<file path="config.mk">
export PLATFORM = sky130hd
export DESIGN_NAME = lnps_ctrl
export DESIGN_NICKNAME = d
export VERILOG_FILES = /design/src/rtl/lnps_pkg.sv /design/src/rtl/lnps_ctrl.sv
export SDC_FILE = /design/constraint.sdc
export NUM_CORES = 1
export LEC_CHECK = 0
export BUFFER_PORTS_ARGS = -buffer_cell sky130_fd_sc_hd__buf_2
export CAP_MARGIN = 10
export CORE_AREA = 3 3 40 42
export DETAILED_ROUTE_END_ITERATION = 10
export DIE_AREA = 0 0 43 45
export MAX_ROUTING_LAYER = met4
export PLACE_DENSITY = 0.79
export SYNTH_ARGS = -nofsm -noshare
export SYNTH_HDL_FRONTEND = slang
export SYNTH_SLANG_ARGS = --single-unit
export TNS_END_PERCENT = 1
</file>
<file path="constraint.sdc">
create_clock -name clk -period 2.41 [get_ports clk]
set_input_delay 0.723 -clock clk [delete_from_list [all_inputs] [get_ports clk]]
set_output_delay 0.723 -clock clk [all_outputs]
set_load 0.005 [all_outputs]
</file>
<file path="src/rtl/lnps_pkg.sv">
`timescale 1ns / 1ps
package lnps_pkg;

  localparam int MAX_POINTS_DEF = 1024;
  localparam int COORD_BITS_DEF = 24;
  localparam int GAIN_W = 24;
  localparam int TIME_W = 16;
  localparam int LABEL_W = 8;
  localparam int DIST_W = 50;
  localparam int FORCE_W = 32;
  localparam logic [GAIN_W-1:0] GAIN_RESET = 24'd1678;

  localparam logic [1:0] CMD_LOAD  = 2'd0;
  localparam logic [1:0] CMD_CLEAR = 2'd1;
  localparam logic [1:0] CMD_QUERY = 2'd2;

  localparam logic [1:0] ST_OK   = 2'd0;
  localparam logic [1:0] ST_FULL = 2'd1;
  localparam logic [1:0] ST_NONE = 2'd2;

  typedef struct packed {
    logic       capture;
    logic       clear;
    logic       load_wr;
    logic       scan;
    logic       frc_dif;
    logic       frc_mul;
    logic       frc_fin;
    logic [1:0] axis;
    logic       out_load;
  } lnps_cmd_t;

  typedef struct packed {
    logic [1:0] cmd;
    logic       scan_more;
    logic       pipe_busy;
    logic       found;
    logic       out_free;
  } lnps_stat_t;

endpackage

</file>
<file path="src/rtl/lnps_ctrl.sv">
`timescale 1ns / 1ps
module lnps_ctrl import lnps_pkg::*; (
  input  logic       clk,
  input  logic       rst_n,
  input  logic       in_valid,
  output logic       in_ready,
  input  lnps_stat_t stat,
  output lnps_cmd_t  cmd
);

  typedef enum logic [3:0] {
    S_IDLE, S_DECODE, S_LOAD, S_SCAN, S_DRAIN, S_FDIF, S_FMUL, S_FFIN, S_REPLY
  } state_t;

  state_t     state_r;
  logic [1:0] axis_r;

  always_ff @(posedge clk) begin
    if (!rst_n) begin
      state_r <= S_IDLE;
      axis_r  <= 2'd0;
    end else begin
      case (state_r)
        S_IDLE: begin
          if (in_valid) state_r <= S_DECODE;
        end
        S_DECODE: begin
          case (stat.cmd)
            CMD_LOAD:  state_r <= S_LOAD;
            CMD_QUERY: state_r <= S_SCAN;
            default:   state_r <= S_REPLY;
          endcase
        end
        S_LOAD: state_r <= S_REPLY;
        S_SCAN: begin
          if (!stat.scan_more) state_r <= S_DRAIN;
        end
        S_DRAIN: begin
          if (!stat.pipe_busy) begin
            axis_r  <= 2'd0;
            state_r <= stat.found ? S_FDIF : S_REPLY;
          end
        end
        S_FDIF: state_r <= S_FMUL;
        S_FMUL: state_r <= S_FFIN;
        S_FFIN: begin
          if (axis_r == 2'd2) begin
            state_r <= S_REPLY;
          end else begin
            axis_r  <= axis_r + 2'd1;
            state_r <= S_FDIF;
          end
        end
        S_REPLY: begin
          if (stat.out_free) state_r <= S_IDLE;
        end
        default: state_r <= S_IDLE;
      endcase
    end
  end

  assign in_ready = (state_r == S_IDLE);

  always_comb begin
    cmd          = '0;
    cmd.capture  = (state_r == S_IDLE) && in_valid;
    cmd.clear    = (state_r == S_DECODE) && (stat.cmd == CMD_CLEAR);
    cmd.load_wr  = (state_r == S_LOAD);
    cmd.scan     = (state_r == S_SCAN);
    cmd.frc_dif  = (state_r == S_FDIF);
    cmd.frc_mul  = (state_r == S_FMUL);
    cmd.frc_fin  = (state_r == S_FFIN);
    cmd.axis     = axis_r;
    cmd.out_load = (state_r == S_REPLY) && stat.out_free;
  end

endmodule

</file>
==> impl_metrics.ini <==
[timing]
skew_ps = 8.19
tightest_slew_ps = 515
finalCriticalPeriod_ps = 2150
final_max_slew_viol_count = 0
finalHoldViolCount = 0
period_share = 0.893
tns_ps = 0
whs_ps = 475
clock.fmax_mhz = 464
grt_setup_unrepaired = false
setup_viol = 0
slew_headroom = 0.656

[cts]
clk_latency_ps = 250
cts.clk_slew.worst_paths_ps = 40
postCtsSetupRepairBufs = 0
cts_sinks = 6
cts_tree = done
clockRootBuffer = clkbuf_4
cts-buffers-inserted = 3
cts_resized = 0
cts_buffer_depth = 2
holdBufCountCts = 0
h-tree-depth = 1

[detailed_routing]
vias = 583
wl_per_cell_um = 12.4
drtPass1Iterations = 4
routed_wl_um = 1320
drtIter0Drc = 19
viasPerCell = 5.50
drcViolationCount = 0
ant_nets = 0

[synth]
ys_seq_area_frac = 0.225
synth-seq-cells = 6
yosysWarnings = 0
netlist_area_um2 = 534
synth.avg_cell_area_um2 = 7.32
synthesis.nets = 83
netlist_instances = 73
ys_types = 33

[floorplan]
dieArea_um2 = 1940
ios = 20
rows = 13
initial_core_util = 0.416
dieWidth_um = 43
core_um2 = 1280
die_h_um = 45

[finish]
final_nets = 103
post-route-cell-area_um2 = 647
syn_to_final_growth_pct = 21.1
drive_gt1_frac = 0.275
antennaDiodeCount = 0

[setup_path]
path_class = flip-flop to output pin
crit_path_start_kind = flip-flop
crit_chain = nand2b_1 > nor4b_1 > buf_2
critical_path_arrival_ps = 1430
cp_slowest_cell = dfxtp_1
crit_fanout = 17
required_ps = 1690
critPathMaxStageDelay_ps = 600
endpoint_kind = output pin

[global_routing]
grt_max_degree = 18
grt_pass1_wl_um = 2250
first_global_vias = 552
grt_use_total = 0.161
grt_antenna_before_repair = 0
grt-ovfl-total = 0

[hold_path]
hp-class = flip-flop to flip-flop

[place]
place_congestion = 0.900
placed_cell_area_um2 = 624
io_buffers = 19
hpwl_um = 1000

[outcome]
outcome = complete, no violations

[pwr]
irDropWorstVdd_uv = 250
power.density_nw_per_um2 = 458
total_leakage_power_nw = 0.304

[flow_run]
maxCapViolations = 0
## power by group
group / switching [mW] / total [mW] / internal [mW] / leakage [nW]
clock: 0.0358 / 0.0921 / 0.0563 / 0.0138
sequential: 0.0204 / 0.126 / 0.105 / 0.0487
combinational: 0.0384 / 0.0787 / 0.0403 / 0.242
total: 0.0946 / 0.297 / 0.202 / 0.304
## final timing paths
kind / to / cells past startpoint / slack [ps] / from
max: cmd[8] / 3 / 260 / state_r[0]$_SDFFE_PN0P_
min: axis_r[1]$_SDFFE_PN0P_ / 2 / 480 / axis_r[1]$_SDFFE_PN0P_
max reg2reg: axis_r[1]$_SDFFE_PN0P_ / 4 / 840 / state_r[1]$_SDFFE_PN0P_
min reg2reg: axis_r[1]$_SDFFE_PN0P_ / 2 / 480 / axis_r[1]$_SDFFE_PN0P_
## sequential cells by signal, summed over array words and instances (netlist names)
| register | flops |
|---|---|
| state_r | 4 |
| axis_r | 2 |
## worst max-delay path: cells and delay by family (launching register included)
| family | cells | cell delay (ps) |
|---|---|---|
| flops | 1 | 600 |
| simple gates | 2 | 420 |
| buf+inv | 1 | 160 |
## through the flow
stage          setup slack (ps)   util  total power [mW]  instances
3_3_place_gp                426  0.486             0.204        103
6_report                    257  0.503             0.297        106
5_1_grt                    77.0  0.503             0.319        106
3_5_place_dp                383  0.486             0.206        103
2_1_floorplan               588      -             0.179         73
4_1_cts                     251  0.503             0.301        106
## cell type report
class	count	area, um2
Clock buffer	3	22.5
Fill cell	133	638
Inverter	6	22.5
Multi-Input combinational cell	57	368
Sequential cell	6	120
Tap cell	15	18.8
Timing Repair Buffer	19	95.1
## synth_stat cells
master / number / area share
dfxtp_1: 6 / 0.22
inv_1: 6 / 0.042
nand2_1: 6 / 0.042
nor2_1: 5 / 0.035
o21ai_0: 5 / 0.047
a21boi_1: 4 / 0.056
nand2b_1: 4 / 0.047
nand3_1: 4 / 0.037
nor3_1: 4 / 0.037
and3b_1: 3 / 0.049
and2b_1: 2 / 0.028
clkbuf_1: 2 / 0.014
or3_1: 2 / 0.023
a2111oi_0: 1 / 0.016
a21oi_1: 1 / 0.0094
a22o_1: 1 / 0.016
a311oi_2: 1 / 0.028
and3_1: 1 / 0.012
and4_1: 1 / 0.016
and4b_1: 1 / 0.019
buf_2: 1 / 0.0094
buf_6: 1 / 0.021
ha_1: 1 / 0.023
nand2b_4: 1 / 0.026
nand4_1: 1 / 0.012
nor2b_1: 1 / 0.012
nor3b_1: 1 / 0.014
nor4b_1: 1 / 0.016
o2111ai_1: 1 / 0.016
o21ai_1: 1 / 0.0094
o311ai_1: 1 / 0.016
or2_1: 1 / 0.012
or2_2: 1 / 0.012
## routing by layer
| layer | track usage | wire, um |
|---|---|---|
| met4 | 0.0482 | 0 |
| met1 | 0.161 | 545 |
| met3 | 0.0797 | 109 |
| met5 | - | 0 |
| met2 | 0.278 | 664 |
## placed cells by master, fill, tap and decap left out
cell	instances
a2111oi_0	1
a21boi_1	4
a21oi_1	1
a22o_1	1
a311oi_2	1
and2b_1	2
and3_1	1
and3b_1	3
and4_1	1
and4b_1	1
buf_2	19
clkbuf_4	3
dfxtp_1	6
ha_1	1
inv_1	6
nand2_1	6
nand2b_1	4
nand2b_4	1
nand3_1	4
nand4_1	1
nor2_1	5
nor2b_1	1
nor3_1	4
nor3b_1	1
nor4b_1	1
o2111ai_1	1
o21ai_0	5
o21ai_1	1
o311ai_1	1
or2_1	1
or2_2	1
or3_1	2
## cells by family after synthesis
group	after synthesis	share of synthesized area
fa+ha+maj	1	0.0234
compound gates	16	0.215
simple gates	40	0.450
buf+inv	10	0.0866
flops	6	0.225
Note: power is estimated with default switching activity, not from simulation.
